## config.mk

```make
export PLATFORM = sky130hd
export DESIGN_NAME = clipped_line_pixel_generator_unit
export DESIGN_NICKNAME = d
export VERILOG_FILES = /design/src/rtl/clpg_pkg.sv /design/src/rtl/clipped_line_pixel_generator_unit.sv
export SDC_FILE = /design/constraint.sdc
export NUM_CORES = 1
export LEC_CHECK = 0
export ABC_AREA = 1
export BUFFER_PORTS_ARGS = -buffer_cell sky130_fd_sc_hd__buf_4
export CELL_PAD_IN_SITES_DETAIL_PLACEMENT = 1
export CELL_PAD_IN_SITES_GLOBAL_PLACEMENT = 2
export CORE_UTILIZATION = 36
export DETAILED_ROUTE_END_ITERATION = 6
export PLACE_DENSITY_LB_ADDON = 0.15
export SYNTH_ARGS = -nofsm -noshare
export SYNTH_HDL_FRONTEND = slang
export SYNTH_SLANG_ARGS = --single-unit
```

## constraint.sdc

```tcl
create_clock -name clk -period 8.45 [get_ports clk]
set_input_delay 1.2675 -clock clk [delete_from_list [all_inputs] [get_ports clk]]
set_output_delay 1.2675 -clock clk [all_outputs]
set_load 0.01 [all_outputs]
```

## src/rtl/clpg_pkg.sv

```systemverilog
`timescale 1ns / 1ps
// shared types, constants and the pen colour table of the line pixel generator
// depends on nothing

package clpg_pkg;

    localparam int DEFAULT_COORD_BITS     = 16;
    localparam int DEFAULT_MAX_RASTER_DIM = 16384;

    localparam int CFG_BITS    = 15;
    localparam int ADDR_BITS   = 28;
    localparam int COLOUR_BITS = 8;
    localparam int PADDR_BITS  = 3;
    localparam int PDATA_BITS  = 32;

    localparam logic [CFG_BITS-1:0] RASTER_RESET = 15'd1024;

    // register indexes, taken from paddr[2]
    localparam logic REG_RASTER_WIDTH  = 1'b0;
    localparam logic REG_RASTER_HEIGHT = 1'b1;

    // request opcodes
    localparam logic OP_START = 1'b0;
    localparam logic OP_STEP  = 1'b1;

    localparam logic [COLOUR_BITS-1:0] FULL = 8'd255;
    localparam logic [COLOUR_BITS-1:0] NONE = 8'd0;
    // 0.95 of full scale, truncated
    localparam logic [COLOUR_BITS-1:0] PEN_RED_LEVEL  = 8'd242;
    // 0.6 of full scale
    localparam logic [COLOUR_BITS-1:0] PEN_GREY_LEVEL = 8'd153;

    typedef struct packed {
        logic [COLOUR_BITS-1:0] red;
        logic [COLOUR_BITS-1:0] green;
        logic [COLOUR_BITS-1:0] blue;
    } rgb_t;

    function automatic rgb_t pen_colour(input logic [3:0] pen);
        rgb_t c;
        case (pen)
            4'd1:    c = '{NONE, FULL, FULL};
            4'd3:    c = '{NONE, FULL, NONE};
            4'd4:    c = '{FULL, FULL, NONE};
            4'd5:    c = '{FULL, NONE, FULL};
            4'd6:    c = '{NONE, NONE, FULL};
            4'd7:    c = '{PEN_RED_LEVEL, NONE, NONE};
            4'd8:    c = '{PEN_GREY_LEVEL, PEN_GREY_LEVEL, PEN_GREY_LEVEL};
            default: c = '{NONE, NONE, NONE};
        endcase
        return c;
    endfunction

endpackage

```

## src/rtl/clipped_line_pixel_generator_unit.sv

```systemverilog
`timescale 1ns / 1ps
// clipped line pixel generator: all-octant bresenham stepping, clipping and addressing
// depends on clpg_pkg
//
// usage: a request with opcode 0 loads a line (start and end point, pen) and yields
// the start pixel; each request with opcode 1 yields the next pixel of the line.
// the pixel on the end point has line_done set and ends the line. a step with no
// line loaded yields an all-zero pixel with line_done set. pixels outside the raster
// come out with pixel_valid low and a zero address.
// input channel: in_valid / in_stall, output channel: out_valid / out_stall.
// the raster size must be written over the apb port only while the block is idle;
// the block does not enforce this. a result passes the stepping stage, then the clip,
// address multiply and colour stage. throughput: one pixel per cycle while the
// receiver does not stall, set by the single error-term update in the stepping stage.
// when the receiver stalls a valid pixel the whole pipe holds and in_stall is raised.
// reset clears the line state, empties the pipe and sets the raster to 1024 x 1024.

module clipped_line_pixel_generator_unit #(
    parameter int COORD_BITS     = clpg_pkg::DEFAULT_COORD_BITS,
    parameter int MAX_RASTER_DIM = clpg_pkg::DEFAULT_MAX_RASTER_DIM
) (
    input  logic                                clk,
    input  logic                                rst_n,
    // apb configuration
    input  logic                                psel,
    input  logic                                penable,
    input  logic                                pwrite,
    input  logic [clpg_pkg::PADDR_BITS-1:0]     paddr,
    input  logic [clpg_pkg::PDATA_BITS-1:0]     pwdata,
    output logic [clpg_pkg::PDATA_BITS-1:0]     prdata,
    output logic                                pready,
    // request channel
    input  logic                                in_valid,
    output logic                                in_stall,
    input  logic                                opcode,
    input  logic signed [COORD_BITS-1:0]        start_x,
    input  logic signed [COORD_BITS-1:0]        start_y,
    input  logic signed [COORD_BITS-1:0]        end_x,
    input  logic signed [COORD_BITS-1:0]        end_y,
    input  logic [3:0]                          pen_number,
    // pixel channel
    output logic                                out_valid,
    input  logic                                out_stall,
    output logic                                pixel_valid,
    output logic signed [COORD_BITS-1:0]        pixel_x,
    output logic signed [COORD_BITS-1:0]        pixel_y,
    output logic [clpg_pkg::ADDR_BITS-1:0]      pixel_address,
    output logic [clpg_pkg::COLOUR_BITS-1:0]    red,
    output logic [clpg_pkg::COLOUR_BITS-1:0]    green,
    output logic [clpg_pkg::COLOUR_BITS-1:0]    blue,
    output logic                                line_done
);

    localparam int CW   = COORD_BITS;
    localparam int FB   = clpg_pkg::CFG_BITS;
    localparam int CMPW = ((CW > FB) ? CW : FB) + 1;
    localparam int PW   = CMPW + FB;

    // configuration
    logic [FB-1:0] width_reg;
    logic [FB-1:0] height_reg;
    logic          cfg_write;

    assign pready    = 1'b1;
    assign cfg_write = psel && penable && pwrite;

    always_ff @(posedge clk or negedge rst_n)
    begin
        if (!rst_n)
        begin
            width_reg  <= clpg_pkg::RASTER_RESET;
            height_reg <= clpg_pkg::RASTER_RESET;
        end
        else if (cfg_write)
        begin
            case (paddr[2])
                clpg_pkg::REG_RASTER_WIDTH:  width_reg  <= pwdata[FB-1:0];
                clpg_pkg::REG_RASTER_HEIGHT: height_reg <= pwdata[FB-1:0];
                default: ;
            endcase
        end
    end

    always_comb
    begin
        case (paddr[2])
            clpg_pkg::REG_RASTER_WIDTH:  prdata = clpg_pkg::PDATA_BITS'(width_reg);
            clpg_pkg::REG_RASTER_HEIGHT: prdata = clpg_pkg::PDATA_BITS'(height_reg);
            default:                     prdata = '0;
        endcase
    end

    // pipe control
    logic advance;
    logic in_accept;
    logic s1_valid_reg;
    logic out_valid_reg;

    assign advance   = !(out_valid_reg && out_stall);
    assign in_stall  = !advance;
    assign in_accept = in_valid && advance;
    assign out_valid = out_valid_reg;

    // line state
    logic                  line_active_reg, line_active_next;
    logic signed [CW-1:0]  cur_x_reg, cur_x_next;
    logic signed [CW-1:0]  cur_y_reg, cur_y_next;
    logic signed [CW-1:0]  tgt_x_reg, tgt_x_next;
    logic signed [CW-1:0]  tgt_y_reg, tgt_y_next;
    logic                  neg_x_reg, neg_x_next;
    logic                  neg_y_reg, neg_y_next;
    // magnitude, unsigned, at most 2**CW - 1
    logic [CW:0]           dx_reg, dx_next;
    logic signed [CW+1:0]  dyn_reg, dyn_next;
    logic signed [CW+2:0]  err_reg, err_next;
    logic [3:0]            pen_reg, pen_next;
    logic                  done_next;
    logic                  idle_next;

    logic signed [CW:0]    diff_x, diff_y;
    logic [CW:0]           abs_x, abs_y;
    logic signed [CW+3:0]  e2;
    logic                  move_x, move_y;

    always_comb
    begin
        line_active_next = line_active_reg;
        cur_x_next = cur_x_reg;
        cur_y_next = cur_y_reg;
        tgt_x_next = tgt_x_reg;
        tgt_y_next = tgt_y_reg;
        neg_x_next = neg_x_reg;
        neg_y_next = neg_y_reg;
        dx_next    = dx_reg;
        dyn_next   = dyn_reg;
        err_next   = err_reg;
        pen_next   = pen_reg;
        idle_next  = 1'b0;
        done_next  = 1'b1;

        diff_x = (CW+1)'(end_x) - (CW+1)'(start_x);
        diff_y = (CW+1)'(end_y) - (CW+1)'(start_y);
        abs_x  = diff_x[CW] ? -diff_x : diff_x;
        abs_y  = diff_y[CW] ? -diff_y : diff_y;
        e2     = (CW+4)'(err_reg) <<< 1;
        move_x = e2 >= (CW+4)'(dyn_reg);
        move_y = e2 <= $signed((CW+4)'(dx_reg));

        if (opcode == clpg_pkg::OP_START)
        begin
            cur_x_next = start_x;
            cur_y_next = start_y;
            tgt_x_next = end_x;
            tgt_y_next = end_y;
            neg_x_next = !(start_x < end_x);
            neg_y_next = !(start_y < end_y);
            dx_next    = abs_x;
            dyn_next   = -((CW+2)'(abs_y));
            err_next   = (CW+3)'(abs_x) - (CW+3)'(abs_y);
            pen_next   = pen_number;
            done_next  = (start_x == end_x) && (start_y == end_y);
            line_active_next = !done_next;
        end
        else if (!line_active_reg)
        begin
            idle_next = 1'b1;
        end
        else
        begin
            err_next = err_reg + (move_x ? (CW+3)'(dyn_reg) : '0)
                               + (move_y ? (CW+3)'(dx_reg) : '0);
            if (move_x)
            begin
                cur_x_next = neg_x_reg ? cur_x_reg - 1'b1 : cur_x_reg + 1'b1;
            end
            if (move_y)
            begin
                cur_y_next = neg_y_reg ? cur_y_reg - 1'b1 : cur_y_reg + 1'b1;
            end
            done_next = (cur_x_next == tgt_x_reg) && (cur_y_next == tgt_y_reg);
            line_active_next = !done_next;
        end
    end

    always_ff @(posedge clk or negedge rst_n)
    begin
        if (!rst_n)
        begin
            line_active_reg <= 1'b0;
            cur_x_reg <= '0;
            cur_y_reg <= '0;
            tgt_x_reg <= '0;
            tgt_y_reg <= '0;
            neg_x_reg <= 1'b0;
            neg_y_reg <= 1'b0;
            dx_reg    <= '0;
            dyn_reg   <= '0;
            err_reg   <= '0;
            pen_reg   <= '0;
        end
        else if (in_accept)
        begin
            line_active_reg <= line_active_next;
            cur_x_reg <= cur_x_next;
            cur_y_reg <= cur_y_next;
            tgt_x_reg <= tgt_x_next;
            tgt_y_reg <= tgt_y_next;
            neg_x_reg <= neg_x_next;
            neg_y_reg <= neg_y_next;
            dx_reg    <= dx_next;
            dyn_reg   <= dyn_next;
            err_reg   <= err_next;
            pen_reg   <= pen_next;
        end
    end

    // stage one result
    logic signed [CW-1:0] s1_x_reg, s1_y_reg;
    logic [3:0]           s1_pen_reg;
    logic                 s1_done_reg;
    logic                 s1_idle_reg;

    always_ff @(posedge clk or negedge rst_n)
    begin
        if (!rst_n)
        begin
            s1_valid_reg  <= 1'b0;
            out_valid_reg <= 1'b0;
        end
        else if (advance)
        begin
            s1_valid_reg  <= in_accept;
            out_valid_reg <= s1_valid_reg;
        end
    end

    always_ff @(posedge clk)
    begin
        if (in_accept)
        begin
            s1_x_reg    <= cur_x_next;
            s1_y_reg    <= cur_y_next;
            s1_pen_reg  <= pen_next;
            s1_done_reg <= done_next;
            s1_idle_reg <= idle_next;
        end
    end

    // stage two: clipping, address and colour
    logic [FB-1:0]     w_eff, h_eff;
    logic [CMPW-1:0]   x_ext, y_ext;
    logic              in_raster;
    logic [PW-1:0]     addr_full;
    clpg_pkg::rgb_t    colour;

    always_comb
    begin
        w_eff = (32'(width_reg) > 32'(MAX_RASTER_DIM)) ? FB'(MAX_RASTER_DIM) : width_reg;
        h_eff = (32'(height_reg) > 32'(MAX_RASTER_DIM)) ? FB'(MAX_RASTER_DIM) : height_reg;
        x_ext = CMPW'($unsigned(s1_x_reg));
        y_ext = CMPW'($unsigned(s1_y_reg));
        in_raster = !s1_x_reg[CW-1] && !s1_y_reg[CW-1]
                    && (x_ext < CMPW'(w_eff)) && (y_ext < CMPW'(h_eff));
        addr_full = PW'(y_ext) * PW'(w_eff) + PW'(x_ext);
        colour = clpg_pkg::pen_colour(s1_pen_reg);
    end

    logic                               pixel_valid_reg;
    logic signed [CW-1:0]               pixel_x_reg, pixel_y_reg;
    logic [clpg_pkg::ADDR_BITS-1:0]     pixel_address_reg;
    clpg_pkg::rgb_t                     colour_reg;
    logic                               line_done_reg;

    always_ff @(posedge clk)
    begin
        if (advance && s1_valid_reg)
        begin
            if (s1_idle_reg)
            begin
                pixel_valid_reg   <= 1'b0;
                pixel_x_reg       <= '0;
                pixel_y_reg       <= '0;
                pixel_address_reg <= '0;
                colour_reg        <= '0;
                line_done_reg     <= 1'b1;
            end
            else
            begin
                pixel_valid_reg   <= in_raster;
                pixel_x_reg       <= s1_x_reg;
                pixel_y_reg       <= s1_y_reg;
                pixel_address_reg <= in_raster ? addr_full[clpg_pkg::ADDR_BITS-1:0] : '0;
                colour_reg        <= colour;
                line_done_reg     <= s1_done_reg;
            end
        end
    end

    assign pixel_valid   = pixel_valid_reg;
    assign pixel_x       = pixel_x_reg;
    assign pixel_y       = pixel_y_reg;
    assign pixel_address = pixel_address_reg;
    assign red           = colour_reg.red;
    assign green         = colour_reg.green;
    assign blue          = colour_reg.blue;
    assign line_done     = line_done_reg;

endmodule

```

==> summary.txt <==
Detailed routing
  – DR top layer: met4
  – DRC Markers: 0
  – DRT Wirelength: 100000 um
  – First-pass DRT Iterations: 5
  – Metal2 WL: 50800 um
  – Iteration-0 DRC Markers: between 1000 and 1500
  – DR vias: about 25000
  – Met3 wire length: about 2700 um
  – Routed Antenna Nets: 0
  – DR vias/cell: ~5
  – DRT met1 WL: approximately 44000 um
  – Drt wl/cell: between 15 and 20 um

Synthesis
  – Mapped Cells: ~3800
  – Post-synth top area cell: fa_1
  – Sequential fraction of the synthesis area: roughly 25%
  – Synth top area share: between 10% and 20%
  – Top cells by area, synth: fa_1, dfrtp_1, nand2_1
  – Asr flop ratio synth: between 50 and 60%
  – EDFF count, synth: about 110
  – Synth Flop Type: dfrtp_1
  – Synth unique cells: between 50 and 60
  – Number of synthesized register bits: 265
  – Synth Warn #: 0
  – Syn Area/Cell: ~7.4 um^2
  – Area of the mapped netlist: approximately 28000 um^2

Worst hold path
  – Worst Hold End: dyn_reg[15]
  – Hold depth: 2
  – Hold Crit Start: dyn_reg[15]
  – Min-delay worst type: reg -> reg

GRT
  – Grt total ovfl: 0
  – Initial antenna violation count: 0
  – First-pass GRT wire length: 157000 um
  – GRT Overall Usage: about a quarter
  – Pin count of the biggest net entering global routing: between 90 and 100
  – Vias in the first global route: 26900

STA
  – Max Slew Vio Count: 0
  – Final Cycle Share: between 90% and 100%
  – Final setup viols: 0
  – Post-layout min period: about 7.7 ns
  – Fin. Hold Viols: 0
  – Clock Skew: 0.0181 ns
  – RSZ-0062 raised after global routing: no
  – Worst relative slew slack: approximately 30%
  – Sum Neg Setup Slack: 0 ns
  – Worst-margin pin slew: between 1 and 1.5 ns
  – FMAX: 0.130 GHz

Clock network
  – CTS tree: done
  – Clock transition at path regs: ~0.060 ns
  – CTS sink count: between 200 and 300
  – CTS Buffer Depth: 3
  – H-tree levels: 2
  – Worst skew pair latency: 0.58 ns
  – Num CTS Buffers: 37
  – Post-CTS setup buffers: 0
  – Clock root cell: clkbuf_16
  – Cts hold-fix bufs: 0
  – Post-CTS sizing: 0

Final layout
  – Most frequent cells in the layout: nand2_1, inv_1, nor2_1
  – Layout Cells excl Fill: 5047
  – Antenna diodes: 0
  – Most common cell after layout, fill and taps aside: nand2_1
  – Nets: 4557
  – Area delta synth->final: 13.1%
  – Max reg flops: 28
  – Layout cell share with drive strength beyond 1: 8.96%

Setup path
  – Worst path required time: just under 9 ns
  – CP arrival: ~8 ns
  – Worst R2R Path Depth: 31
  – Reg2Reg Launch Point: width_reg[2]
  – CP max stage delay: about 0.5 ns
  – CP endpoint kind: flip-flop
  – Worst setup path class: reg -> reg
  – CP startpoint: width_reg[2]
  – Reg2reg setup slack: roughly 0.74 ns
  – Buf/Inv on CP: 9
  – Largest delay share family, worst path: adder cells
  – RR Endpoint: pixel_address[26]
  – Slowest CP cell: fa_1
  – CP Max Fanout: 13
  – Cell mode on critical path: inv_1
  – Critical path launch point type: flip-flop

Die
  – Rows: 102
  – Die X: around 280 um
  – Core Region: between 70000 and 80000 um^2
  – Die ar.: approximately 80000 um^2
  – Io pins: ~230
  – Die height: between 200 and 300 um
  – Initial Utilization: about 37%

Run status
  – Status: complete, no violations

Power
  – Pwr dens: roughly 440 nW/um^2
  – Pleak: roughly 17 nW
  – Max rail drop VDD: 414 uV
  – Tot Pwr: between 10 and 15 mW

Placed design
  – Placer's final routability congestion estimate: between 0.8 and 0.9
  – Hpwl dp: ~80000 um
  – Placed instance count: roughly 5000
  – # port buffers: ~190

Run
  – Max Cap Viol: 0
==> cell families (layout without fill, tap and decap cells) <==
logic type / Yosys count / after routing / synth area share (%)
AOI/OAI and AO/OA: 501 / 501 / 9.66
other: 2 / 18 / 0.0264
and+or+nand+nor: 1617 / 1617 / 23.6
adders and majority gates: 465 / 465 / 26.1
buffers and inverters: 867 / 1033 / 12.1
xor gates and xnor gates: 108 / 108 / 3.39
DFF: 265 / 265 / 25.2
==> worst max-delay path by stage <==
stage / slack, ns / depth (start not counted) / end
after global placement: 0.84 / 31 / pixel_address[26]
after CTS: 0.71 / 31 / pixel_address[26]
after floorplan: 1.62 / 31 / pixel_address[26]
after detailed placement: 0.73 / 31 / pixel_address[26]
final: 0.74 / 31 / pixel_address[26]
after global routing: 0.19 / 34 / pixel_address[26]
==> Yosys cell counts, types with 3 or more instances <==
library cell / instances
a211oi_1: 5
a21boi_0: 5
a21o_1: 7
a21oi_1: 144
a21oi_2: 3
a31oi_1: 23
buf_1: 4
buf_2: 12
buf_4: 36
clkbuf_1: 76
clkinv_1: 13
dfrtp_1: 155
edfxtp_1: 108
fa_1: 216
ha_1: 249
inv_1: 713
inv_2: 9
nand2_1: 915
nand2_2: 17
nand2_4: 3
nand3_1: 205
nand3_2: 3
nand3b_1: 17
nand4_1: 34
nor2_1: 372
nor2_2: 9
nor2_4: 4
nor3_1: 16
nor4_1: 8
o211ai_1: 7
o21a_1: 3
o21ai_0: 222
o21ai_1: 10
o21bai_1: 7
o22ai_1: 51
o31ai_1: 4
or2_2: 4
xnor2_1: 38
xor2_1: 69
==> layer usage <==
| layer | up-vias | track usage [%] |
|---|---|---|
| li1 | 12300 | - |
| met1 | 12400 | 31.4 |
| met2 | 382 | 46.2 |
| met3 | 122 | 2.07 |
| met4 | 0 | 7.28 |
| met5 | - | 0 |
==> worst register-to-register path, delay by kind of cell (launching register included) <==
family	cells	cell delay, ns
and+or+nand+nor	9	1.75
AOI/OAI and AO/OA	5	1.01
adders and majority gates	7	3.11
DFF	1	0.39
xor gates and xnor gates	1	0.14
buffers and inverters	9	1.04
==> through the flow <==
| stage | utilization [%] | worst slack, ns | hold slack, ns | area [um^2] |
|---|---|---|---|---|
| after global placement | 39.8 | 0.836 | 0.466 | 31000 |
| after floorplan | - | 1.62 | 0.431 | 28500 |
| after CTS | 41.4 | 0.715 | 0.487 | 32200 |
| after detailed placement | 39.8 | 0.729 | 0.473 | 31000 |
| after global routing | 41.4 | 0.187 | 0.503 | 32200 |
| final | 41.4 | 0.744 | 0.484 | 32200 |
==> layout make-up <==
type                       count  area [um^2]
clock buffer                  51         1070
sequential                   265         7170
multi-input combinational   2709        18000
tap                         1040         1300
timing repair buffer         232         1750
inverter                     736         2760
clock inverter                14          191
fill                        9671        45600
==> where the power goes <==
group          internal (mW)  switching [mW]
clock                  0.980           0.667
combinational           3.81            6.60
sequential              1.67           0.318
(Power assumes the default switching activity.)
